`config.mk`:
```
export PLATFORM = sky130hd
export DESIGN_NAME = sample_frame_deframer
export DESIGN_NICKNAME = d
export VERILOG_FILES = /design/src/sfd_pkg.sv /design/src/sfd_front.sv /design/src/sfd_queue.sv /design/src/sfd_back.sv /design/src/sample_frame_deframer.sv
export VERILOG_INCLUDE_DIRS = /design/src /design/src/src
export SDC_FILE = /design/constraint.sdc
export NUM_CORES = 1
export LEC_CHECK = 0
export BUFFER_PORTS_ARGS = -buffer_cell sky130_fd_sc_hd__buf_2
export CAP_MARGIN = 20
export CORE_AREA = 10 10 153 155
export DETAILED_ROUTE_END_ITERATION = 10
export DIE_AREA = 0 0 163 165
export HOLD_SLACK_MARGIN = 0.08
export PLACE_DENSITY = 0.66
export SLEW_MARGIN = 20
export SYNTH_ARGS = -nofsm -noshare
export SYNTH_HDL_FRONTEND = slang
export SYNTH_HIERARCHICAL = 1
export SYNTH_SLANG_ARGS = --single-unit
```
`constraint.sdc`:
```
create_clock -name clk_i -period 10.8 [get_ports clk_i]
set_input_delay 2.16 -clock clk_i [delete_from_list [all_inputs] [get_ports clk_i]]
set_output_delay 2.16 -clock clk_i [all_outputs]
set_load 0.02 [all_outputs]
```
`src/sample_frame_deframer_macros.svh`:
```
// Assertion macros for the sample frame deframer.
// Uses clk_i and rst_ni of the module that includes it.
`ifndef SAMPLE_FRAME_DEFRAMER_MACROS_SVH
`define SAMPLE_FRAME_DEFRAMER_MACROS_SVH
`ifndef SYNTHESIS
// General concurrent check on the module clock, off during reset.
`define SFD_ASSERT(lbl, prop, msg) \
  lbl: assert property (@(posedge clk_i) disable iff (!rst_ni) (prop)) else $error(msg);
// Condition that must never be true on a clock edge.
`define SFD_ASSERT_NEVER(lbl, cond, msg) \
  `SFD_ASSERT(lbl, !(cond), msg)
`else
`define SFD_ASSERT(lbl, prop, msg)
`define SFD_ASSERT_NEVER(lbl, cond, msg)
`endif
`endif

```
`src/sfd_pkg.sv`:
```
// Shared types and constants of the sample frame deframer.
// No dependencies.
package sfd_pkg;

  // Event kinds on the result channel.
  typedef enum logic [2:0] {
    EV_STAMP    = 3'd0,
    EV_CHAN     = 3'd1,
    EV_DCHAR    = 3'd2,
    EV_DATA_END = 3'd3,
    EV_STRT_END = 3'd4,
    EV_STOP_END = 3'd5,
    EV_DBG_END  = 3'd6,
    EV_BAD_CMD  = 3'd7
  } ev_kind_e;

  // Register indexes (byte address = 4 * index).
  typedef enum logic [2:0] {
    REG_CHAN_CNT  = 3'd0,
    REG_ON_DEMAND = 3'd1,
    REG_START_OP  = 3'd2,
    REG_STOP_OP   = 3'd3,
    REG_DEBUG_OP  = 3'd4
  } reg_idx_e;

  localparam int unsigned ADDR_W  = 5;
  localparam int unsigned LIM_W   = 5;  // holds channel limits up to 16
  localparam int unsigned Q_DEPTH = 2;  // power of two
  localparam int unsigned Q_PTR_W = (Q_DEPTH > 1) ? $clog2(Q_DEPTH) : 1;
  localparam int unsigned Q_CNT_W = $clog2(Q_DEPTH + 1);

  localparam logic [3:0] CHAN_CNT_RST = 4'd1;
  localparam logic [6:0] START_OP_RST = 7'd1;
  localparam logic [6:0] STOP_OP_RST  = 7'd2;
  localparam logic [6:0] DEBUG_OP_RST = 7'd3;
  localparam logic [6:0] CODE_DATA    = 7'd0;

  typedef struct packed {
    logic [3:0] channel_count;
    logic       on_demand;
    logic [6:0] start_opcode;
    logic [6:0] stop_opcode;
    logic [6:0] debug_opcode;
  } cfg_t;

  typedef struct packed {
    ev_kind_e    kind;
    logic [31:0] value;
    logic [2:0]  chan;
    logic        missed;
    logic        ok;
  } ev_t;

  function automatic logic [3:0] popcount8(input logic [7:0] b);
    logic [3:0] n;
    n = '0;
    for (int i = 0; i < 8; i++) begin
      n = n + 4'(b[i]);
    end
    return n;
  endfunction

endpackage

```
`src/sfd_front.sv`:
```
// Byte parser: tracks frame phase and checksum, emits one event record per result.
// Depends on sfd_pkg.
module sfd_front #(
  parameter int unsigned MAX_CHANNELS = 8
) (
  input  logic          clk_i,
  input  logic          rst_ni,
  input  logic          in_valid_i,
  output logic          in_ready_o,
  input  logic [7:0]    rx_byte_i,
  input  sfd_pkg::cfg_t cfg_i,
  input  logic          q_full_i,
  output logic          push_valid_o,
  output sfd_pkg::ev_t  push_data_o
);

  localparam int unsigned CNT_W   = $clog2(MAX_CHANNELS + 1);
  localparam int unsigned LIM_W_L = sfd_pkg::LIM_W;

  typedef enum logic [2:0] {
    PH_HEADER, PH_STAMP, PH_CHAN, PH_DLEN, PH_DCHAR, PH_CHECK
  } phase_e;

  typedef enum logic [1:0] {
    FT_DATA, FT_START, FT_STOP, FT_DEBUG
  } ftype_e;

  phase_e           phase_q, phase_d;
  ftype_e           ftype_q, ftype_d;
  logic [1:0]       biw_q, biw_d;
  logic [CNT_W-1:0] cnt_q, cnt_d;
  logic [7:0]       dbg_q, dbg_d;
  logic [7:0]       sum_q, sum_d;
  logic [23:0]      asm_q, asm_d;
  logic             missed_q, missed_d;

  logic             accept;
  logic [6:0]       code;
  logic [7:0]       sum_plus;
  logic [7:0]       pc;
  logic [LIM_W_L-1:0] limit;
  logic [CNT_W-1:0] cnt_inc;
  logic [7:0]       dbg_dec;
  logic             ev_valid;
  sfd_pkg::ev_t     ev;

  assign in_ready_o = !q_full_i;
  assign accept     = in_valid_i && in_ready_o;
  assign code       = rx_byte_i[6:0];
  assign pc         = 8'(sfd_pkg::popcount8(rx_byte_i));
  assign sum_plus   = sum_q + pc;
  assign cnt_inc    = cnt_q + CNT_W'(1);
  assign dbg_dec    = dbg_q - 8'd1;
  // Counts above the build limit act as the limit.
  assign limit = ({1'b0, cfg_i.channel_count} > LIM_W_L'(MAX_CHANNELS))
               ? LIM_W_L'(MAX_CHANNELS) : LIM_W_L'(cfg_i.channel_count);

  always_comb begin
    phase_d  = phase_q;
    ftype_d  = ftype_q;
    biw_d    = biw_q;
    cnt_d    = cnt_q;
    dbg_d    = dbg_q;
    sum_d    = sum_q;
    asm_d    = asm_q;
    missed_d = missed_q;
    ev_valid = 1'b0;
    ev.kind   = sfd_pkg::EV_STAMP;
    ev.value  = '0;
    ev.chan   = '0;
    ev.missed = missed_q;
    ev.ok     = 1'b0;
    if (accept) begin
      unique case (phase_q)
        PH_HEADER: begin
          missed_d = rx_byte_i[7];
          sum_d    = pc;
          biw_d    = '0;
          cnt_d    = '0;
          dbg_d    = '0;
          priority if (code == sfd_pkg::CODE_DATA) begin
            ftype_d = FT_DATA;
            if (cfg_i.on_demand) begin
              phase_d = PH_STAMP;
            end else begin
              phase_d = (limit != '0) ? PH_CHAN : PH_CHECK;
            end
          end else if (code == cfg_i.start_opcode) begin
            ftype_d = FT_START;
            phase_d = PH_CHECK;
          end else if (code == cfg_i.stop_opcode) begin
            ftype_d = FT_STOP;
            phase_d = PH_CHECK;
          end else if (code == cfg_i.debug_opcode) begin
            ftype_d = FT_DEBUG;
            phase_d = PH_DLEN;
          end else begin
            // unknown code: flag it, stay on header
            phase_d   = PH_HEADER;
            ev_valid  = 1'b1;
            ev.kind   = sfd_pkg::EV_BAD_CMD;
            ev.value  = {25'd0, code};
            ev.missed = rx_byte_i[7];
          end
        end
        PH_STAMP, PH_CHAN: begin
          sum_d = sum_plus;
          if (biw_q == 2'd3) begin
            biw_d    = '0;
            ev_valid = 1'b1;
            ev.value = {rx_byte_i, asm_q};
            if (phase_q == PH_STAMP) begin
              ev.kind = sfd_pkg::EV_STAMP;
              phase_d = (limit != '0) ? PH_CHAN : PH_CHECK;
            end else begin
              ev.kind = sfd_pkg::EV_CHAN;
              ev.chan = 3'(cnt_q);
              cnt_d   = cnt_inc;
              if (LIM_W_L'(cnt_inc) >= limit) begin
                phase_d = PH_CHECK;
              end
            end
          end else begin
            asm_d[{biw_q, 3'b000} +: 8] = rx_byte_i;
            biw_d = biw_q + 2'd1;
          end
        end
        PH_DLEN: begin
          sum_d   = sum_plus;
          dbg_d   = rx_byte_i;
          phase_d = (rx_byte_i == 8'd0) ? PH_CHECK : PH_DCHAR;
        end
        PH_DCHAR: begin
          sum_d    = sum_plus;
          dbg_d    = dbg_dec;
          if (dbg_dec == 8'd0) begin
            phase_d = PH_CHECK;
          end
          ev_valid = 1'b1;
          ev.kind  = sfd_pkg::EV_DCHAR;
          ev.value = {24'd0, rx_byte_i};
        end
        default: begin
          phase_d  = PH_HEADER;
          ev_valid = 1'b1;
          ev.ok    = (rx_byte_i == sum_q);
          unique case (ftype_q)
            FT_DATA:  ev.kind = sfd_pkg::EV_DATA_END;
            FT_START: ev.kind = sfd_pkg::EV_STRT_END;
            FT_STOP:  ev.kind = sfd_pkg::EV_STOP_END;
            default:  ev.kind = sfd_pkg::EV_DBG_END;
          endcase
        end
      endcase
    end
  end

  assign push_valid_o = ev_valid;
  assign push_data_o  = ev;

  always_ff @(posedge clk_i or negedge rst_ni) begin
    if (!rst_ni) begin
      phase_q  <= PH_HEADER;
      ftype_q  <= FT_DATA;
      biw_q    <= '0;
      cnt_q    <= '0;
      dbg_q    <= '0;
      sum_q    <= '0;
      missed_q <= 1'b0;
    end else begin
      phase_q  <= phase_d;
      ftype_q  <= ftype_d;
      biw_q    <= biw_d;
      cnt_q    <= cnt_d;
      dbg_q    <= dbg_d;
      sum_q    <= sum_d;
      missed_q <= missed_d;
    end
  end

  // word lanes are always written before they are read
  always_ff @(posedge clk_i) begin
    asm_q <= asm_d;
  end

endmodule

```
`src/sfd_queue.sv`:
```
// Short event queue between parser and output stage.
// Depends on sfd_pkg and sample_frame_deframer_macros.svh.
`include "sample_frame_deframer_macros.svh"
module sfd_queue (
  input  logic         clk_i,
  input  logic         rst_ni,
  input  logic         push_valid_i,
  input  sfd_pkg::ev_t push_data_i,
  output logic         full_o,
  output logic         pop_valid_o,
  input  logic         pop_ready_i,
  output sfd_pkg::ev_t pop_data_o
);

  localparam int unsigned PW = sfd_pkg::Q_PTR_W;
  localparam int unsigned CW = sfd_pkg::Q_CNT_W;

  sfd_pkg::ev_t mem_q [sfd_pkg::Q_DEPTH];
  logic [PW-1:0] wr_ptr_q, rd_ptr_q;
  logic [CW-1:0] cnt_q, cnt_d;
  logic          do_push, do_pop;

  assign full_o      = (cnt_q == CW'(sfd_pkg::Q_DEPTH));
  assign pop_valid_o = (cnt_q != '0);
  assign pop_data_o  = mem_q[rd_ptr_q];
  assign do_push     = push_valid_i && !full_o;
  assign do_pop      = pop_valid_o && pop_ready_i;

  always_comb begin
    cnt_d = cnt_q;
    if (do_push && !do_pop) begin
      cnt_d = cnt_q + CW'(1);
    end else if (do_pop && !do_push) begin
      cnt_d = cnt_q - CW'(1);
    end
  end

  always_ff @(posedge clk_i or negedge rst_ni) begin
    if (!rst_ni) begin
      wr_ptr_q <= '0;
      rd_ptr_q <= '0;
      cnt_q    <= '0;
    end else begin
      cnt_q <= cnt_d;
      if (do_push) begin
        wr_ptr_q <= wr_ptr_q + PW'(1);
      end
      if (do_pop) begin
        rd_ptr_q <= rd_ptr_q + PW'(1);
      end
    end
  end

  always_ff @(posedge clk_i) begin
    if (do_push) begin
      mem_q[wr_ptr_q] <= push_data_i;
    end
  end

  `SFD_ASSERT_NEVER(a_no_overflow, push_valid_i && full_o, "event pushed into full queue")
  `SFD_ASSERT(a_cnt_bound, cnt_q <= CW'(sfd_pkg::Q_DEPTH), "queue count out of range")
  `SFD_ASSERT(a_ptr_track, (cnt_q == '0 || cnt_q == CW'(sfd_pkg::Q_DEPTH)) |-> (wr_ptr_q == rd_ptr_q), "queue pointers disagree with count")
  `SFD_ASSERT(a_head_hold, (pop_valid_o && !pop_ready_i) |=> (pop_valid_o && $stable(pop_data_o)), "queue head changed while stalled")

endmodule

```
`src/sfd_back.sv`:
```
// Output register stage: holds one event until the result channel takes it.
// Depends on sfd_pkg.
module sfd_back (
  input  logic         clk_i,
  input  logic         rst_ni,
  input  logic         pop_valid_i,
  output logic         pop_ready_o,
  input  sfd_pkg::ev_t pop_data_i,
  output logic         out_valid_o,
  input  logic         out_ready_i,
  output sfd_pkg::ev_t out_data_o
);

  logic         valid_q;
  sfd_pkg::ev_t data_q;
  logic         load;

  // refill when empty or when the held event leaves this cycle
  assign pop_ready_o = !valid_q || out_ready_i;
  assign load        = pop_ready_o && pop_valid_i;

  always_ff @(posedge clk_i or negedge rst_ni) begin
    if (!rst_ni) begin
      valid_q <= 1'b0;
    end else if (pop_ready_o) begin
      valid_q <= pop_valid_i;
    end
  end

  always_ff @(posedge clk_i) begin
    if (load) begin
      data_q <= pop_data_i;
    end
  end

  assign out_valid_o = valid_q;
  assign out_data_o  = data_q;

endmodule

```
`src/sample_frame_deframer.sv`:
```
// Sample frame deframer top level: config registers, parser, event queue, output stage.
// Depends on sfd_pkg, sfd_front, sfd_queue, sfd_back.
//
//  port group     dir  handshake             payload
//  rx byte in     in   in_valid_i/in_ready_o  rx_byte_i[7:0]
//  event out      out  out_valid_o/out_ready_i event_kind_o, value_word_o,
//                                             channel_index_o, sample_missed_o, checksum_ok_o
//  config (APB)   in   psel/penable/pready    paddr[4:2] = register, pwdata, prdata
//
// One byte per cycle sustained while the event queue is not full: each byte updates the frame state.
// A result enters the queue at the edge that takes its byte and moves on into the output
// register when that register is free; out_valid_o rises once it is loaded.
// in_ready_o drops only when the 2-entry event queue is full, i.e.
// after the output side has stalled. Reset is asynchronous and active low; it clears
// all control state and loads register defaults. No clearing pass after reset.
module sample_frame_deframer #(
  parameter int unsigned MAX_CHANNELS = 8
) (
  input  logic                       clk_i,
  input  logic                       rst_ni,
  // byte input
  input  logic                       in_valid_i,
  output logic                       in_ready_o,
  input  logic [7:0]                 rx_byte_i,
  // event output
  output logic                       out_valid_o,
  input  logic                       out_ready_i,
  output logic [2:0]                 event_kind_o,
  output logic [31:0]                value_word_o,
  output logic [2:0]                 channel_index_o,
  output logic                       sample_missed_o,
  output logic                       checksum_ok_o,
  // config port
  input  logic                       psel,
  input  logic                       penable,
  input  logic                       pwrite,
  input  logic [sfd_pkg::ADDR_W-1:0] paddr,
  input  logic [31:0]                pwdata,
  output logic [31:0]                prdata,
  output logic                       pready
);

  sfd_pkg::cfg_t     cfg_q;
  sfd_pkg::reg_idx_e reg_idx;
  logic              cfg_wr;

  sfd_pkg::ev_t push_data, pop_data, out_data;
  logic         push_valid, q_full, pop_valid, pop_ready;

  // ---------------------------------------------------------------------------
  // Config registers: written on the APB access phase, always ready; read live by the parser.
  // Writes are to come only while idle; the block itself does not enforce this.
  // ---------------------------------------------------------------------------
  assign pready  = 1'b1;
  assign reg_idx = sfd_pkg::reg_idx_e'(paddr[4:2]);
  assign cfg_wr  = psel && penable && pwrite && pready;

  always_ff @(posedge clk_i or negedge rst_ni) begin
    if (!rst_ni) begin
      cfg_q.channel_count <= sfd_pkg::CHAN_CNT_RST;
      cfg_q.on_demand     <= 1'b0;
      cfg_q.start_opcode  <= sfd_pkg::START_OP_RST;
      cfg_q.stop_opcode   <= sfd_pkg::STOP_OP_RST;
      cfg_q.debug_opcode  <= sfd_pkg::DEBUG_OP_RST;
    end else if (cfg_wr) begin
      unique case (reg_idx)
        sfd_pkg::REG_CHAN_CNT:  cfg_q.channel_count <= pwdata[3:0];
        sfd_pkg::REG_ON_DEMAND: cfg_q.on_demand     <= pwdata[0];
        sfd_pkg::REG_START_OP:  cfg_q.start_opcode  <= pwdata[6:0];
        sfd_pkg::REG_STOP_OP:   cfg_q.stop_opcode   <= pwdata[6:0];
        sfd_pkg::REG_DEBUG_OP:  cfg_q.debug_opcode  <= pwdata[6:0];
        default: ;  // unmapped: write ignored
      endcase
    end
  end

  always_comb begin
    unique case (reg_idx)
      sfd_pkg::REG_CHAN_CNT:  prdata = {28'd0, cfg_q.channel_count};
      sfd_pkg::REG_ON_DEMAND: prdata = {31'd0, cfg_q.on_demand};
      sfd_pkg::REG_START_OP:  prdata = {25'd0, cfg_q.start_opcode};
      sfd_pkg::REG_STOP_OP:   prdata = {25'd0, cfg_q.stop_opcode};
      sfd_pkg::REG_DEBUG_OP:  prdata = {25'd0, cfg_q.debug_opcode};
      default:                prdata = '0;
    endcase
  end

  // ---------------------------------------------------------------------------
  // Front: byte parser. Every accepted byte updates the frame state; bytes that
  // complete a word, a debug char, a frame or a bad command push one event.
  // ---------------------------------------------------------------------------
  sfd_front #(
    .MAX_CHANNELS(MAX_CHANNELS)
  ) u_front (
    .clk_i       (clk_i),
    .rst_ni      (rst_ni),
    .in_valid_i  (in_valid_i),
    .in_ready_o  (in_ready_o),
    .rx_byte_i   (rx_byte_i),
    .cfg_i       (cfg_q),
    .q_full_i    (q_full),
    .push_valid_o(push_valid),
    .push_data_o (push_data)
  );

  // Event queue decouples parser from the output stall.
  sfd_queue u_queue (
    .clk_i       (clk_i),
    .rst_ni      (rst_ni),
    .push_valid_i(push_valid),
    .push_data_i (push_data),
    .full_o      (q_full),
    .pop_valid_o (pop_valid),
    .pop_ready_i (pop_ready),
    .pop_data_o  (pop_data)
  );

  // Back: registered output transaction.
  sfd_back u_back (
    .clk_i      (clk_i),
    .rst_ni     (rst_ni),
    .pop_valid_i(pop_valid),
    .pop_ready_o(pop_ready),
    .pop_data_i (pop_data),
    .out_valid_o(out_valid_o),
    .out_ready_i(out_ready_i),
    .out_data_o (out_data)
  );

  assign event_kind_o    = out_data.kind;
  assign value_word_o    = out_data.value;
  assign channel_index_o = out_data.chan;
  assign sample_missed_o = out_data.missed;
  assign checksum_ok_o   = out_data.ok;

endmodule

```
==> impl_metrics.py <==
metrics = {
    "run_status": {
        "run_status": "finished clean",
    },
    "synthesis": {
        "syn_area_per_cell_um2": 13.6,
        "synth_cell_type_count": 72,
        "ys_ff_latch": 203,
        "netlist_area_um2": 9980,
        "yosysWarnings": 6,
        "synth.top_cell.area_share_pct": 43.3,
        "synth_enable_flop_cells": 144,
        "yosys.area.top_type": "edfxtp_1",
        "synth_most_common_cell": "edfxtp_1",
        "synth_area_leaders": "edfxtp_1, dfrtp_1, mux2_4",
        "synthArstFlopShare_pct": 29.1,
        "synthTopCellsByCount": "edfxtp_1, dfrtp_1, and2_1, mux2_4, nor2_1",
        "ys.flop_type": "edfxtp_1",
        "synthCells": 735,
        "yosysSeqAreaShare_pct": 58.2,
    },
    "clock_tree": {
        "cts_setup_buffers": 0,
        "clkSlewWorstSetupHoldPaths_ns": 0.06,
        "clockRootBuffer": "clkbuf_16",
        "clk_path_buf_depth": 3,
        "clkLatencyLatePin_ns": 0.49,
        "cts_tree": "yes",
        "cts_hold_buf": 0,
        "h-tree-depth": 1,
        "post_cts_resized": 0,
        "numCtsBuffers": 21,
        "clock-sinks": 203,
    },
    "sta": {
        "rsz0062_at_grt": "false",
        "final.setup.tns_ns": 0,
        "setup_violations": 0,
        "tightest_slew_ns": 1.01,
        "period_share_pct": 53.9,
        "skew_ns": 0.0206,
        "relSlewSlack_pct": 33.0,
        "fmax_mhz": 172,
        "period_minus_slack_ns": 5.82,
        "slew_violations": 0,
        "finalHoldViolCount": 0,
    },
    "layout": {
        "drive_gt1_share_pct": 25.4,
        "final_area_um2": 11100,
        "multiInputGateArea_um2": 3730,
        "postLayoutCoreUtil_pct": 55.0,
        "fill_cells": 1667,
        "seqCellArea_um2": 5810,
        "layoutNonFillerInstCount": 1089,
        "nets": 884,
        "antenna_cells": 0,
        "area_growth_pct": 11.2,
    },
    "place": {
        "place.gp.congestion": 0.870,
        "dpl_cell_area_um2": 10400,
        "portBuffers": 73,
        "hpwl_um": 13500,
        "dpl.cell_count": 1051,
    },
    "global_routing": {
        "grtUsageMet3_pct": 2.96,
        "first_global_vias": 5990,
        "overflow": 0,
        "top_usage_layer": "met2",
        "grt_pass1_wl_um": 30100,
        "antenna_found_initial": 0,
        "use_met2_pct": 24.6,
        "grt_max_degree": 60,
        "grt_util_all_layers_pct": 13.7,
        "use_met1_pct": 16.3,
    },
    "detailed_routing": {
        "drt-total-wl_um": 19000,
        "drc": 0,
        "avgViaCountPerCell": 5.27,
        "detail_route.wl_per_cell_um": 17.4,
        "drtIter0Drc": 346,
        "drtPass1Iterations": 5,
        "vias": 5742,
        "antenna_left": 0,
    },
    "pwr": {
        "p_total_mw": 2.89,
        "power_density_nw_per_um2": 261,
        "power.leakage_nw": 4.48,
        "irDropWorstVdd_v": 0.000104,
    },
    "floorplanning": {
        "start_util_pct": 49.5,
        "num_io_pins": 127,
        "die_area_um2": 26900,
        "die_x_um": 163,
        "num_rows": 52,
        "die_h_um": 165,
        "core_area_um2": 20200,
    },
    "run": {
        "cap_viol_max_count": 0,
    },
    "setup_path": {
        "crit_family": "adder cells",
        "critPathLaunchType": "input port",
        "path_cells": "buf_2, inv_1, fa_1, fa_1, fa_1, inv_1, ha_1, inv_1, fa_1, inv_1, ha_1, a21o_1, a21oi_1, nor2b_1, o211ai_1, o21ai_0, a21oi_1",
        "arrival_ns": 6.24,
        "cp-end-kind": "register",
        "crit_slowest_cell": "fa_1",
        "crit_buf_inv": 5,
        "path_class": "input port to register",
        "path_max_fanout": 9,
        "cp_slowest_stage_delay_ns": 0.59,
        "crit_required_ns": 11.22,
    },
    "min_path": {
        "worstHoldPathType": "register to register",
    },
}
layer usage:
metal  up-vias  wire, um  share of wire, %
li1       2741         -                 -
met1      2809      7830                41
met2       164      9650                51
met3        28      1180               6.2
met4         0       343               1.8
met5         -         0                 0
cells in the final DEF, fill, tap and decap left out, types with 4 or more instances in the layout:
cell type	count
inv_1	30
a21oi_1	22
nor2b_1	8
a21o_1	4
mux2_2	29
nand2b_1	7
edfxtp_1	144
buf_2	73
o21ai_0	26
nor2_1	40
nor3b_1	6
and3_1	4
conb_1	26
nor4_1	5
and2_1	44
fa_1	5
nand2_1	23
mux2i_1	8
a22o_1	12
ha_1	23
nand4_1	6
clkbuf_1	7
nor3_1	14
dfrtp_1	53
mux2_4	44
dfstp_2	5
a22oi_1	5
clkbuf_16	21
xor2_1	15
nand3_1	8
xnor2_1	28
logic make-up (layout without fill, tap and decap cells):
| logic type | Yosys count | count (layout) | synth area share (%) |
|---|---|---|---|
| flip-flops | 203 | 203 | 58.2 |
| AND/OR/NAND/NOR | 195 | 195 | 11.3 |
| AO/OA/AOI/OAI | 98 | 98 | 6.70 |
| buffers and inverters | 85 | 145 | 5.34 |
| multiplexers | 81 | 81 | 10.7 |
| XOR/XNOR | 43 | 43 | 3.78 |
| adder cells (fa/ha/maj) | 28 | 28 | 3.89 |
| other | 2 | 26 | 0.0753 |
stage by stage:
step,hold slack [ns],setup WS (ns)
floorplan,0.456,4.90
global placement,0.473,4.53
detailed placement,0.509,4.48
CTS,0.522,4.99
global route,0.532,4.75
finish,0.516,4.98
final cells by class:
class,count,area share (%)
Inverter,30,1.02
Clock inverter,10,1.16
Multi-Input combinational cell,471,33.7
Tap cell,270,3.05
Sequential cell,203,52.4
Timing Repair Buffer,77,3.75
Clock buffer,28,4.98
state kept, by name (all words and copies together) (netlist names):
name,cells
u_back/out_data_o,40
u_front/sum_q,8
u_front/asm_q,24
u_front/biw_q,2
u_queue/cnt_q,2
u_front/phase_q,3
cfg_q,26
u_front/dbg_q,8
u_queue/rd_ptr_q,1
u_front/missed_q,1
u_queue/mem_q,80
u_back/out_valid_o,1
u_queue/wr_ptr_q,1
u_front/cnt_q,4
u_front/ftype_q,2
report_power, final:
group / internal (mW) / total (mW) / switching [mW]
Combinational: 0.402 / 0.953 / 0.551
Clock: 0.431 / 0.708 / 0.277
Sequential: 1.11 / 1.23 / 0.125
worst reg2reg max path, cell delays in order, from the launching register on:
cell and delay, ns:
dfstp_2 0.55, xor2_1 0.21, nor4_2 0.07, a41o_2 0.31
nor3_4 0.37, nand2_1 0.15, a31oi_1 0.38, and3_2 0.94
worst paths after layout:
check                      cells after the start                   to  slack (ns)        startpoint
setup / recovery                              17     u_front/sum_q[7]        4.98      rx_byte_i[0]
hold / removal                                 1     u_queue/cnt_q[1]        0.52  u_queue/cnt_q[1]
setup reg to reg                               7  u_queue/mem_q[1][6]        7.40         cfg_q[14]
hold reg to reg                                1     u_queue/cnt_q[1]        0.52  u_queue/cnt_q[1]
max in group asynchronous                      2     u_queue/rd_ptr_q        8.39            rst_ni
min in group asynchronous                      2            cfg_q[11]        1.82            rst_ni
No activity file was read; power rests on OpenSTA's default activity.
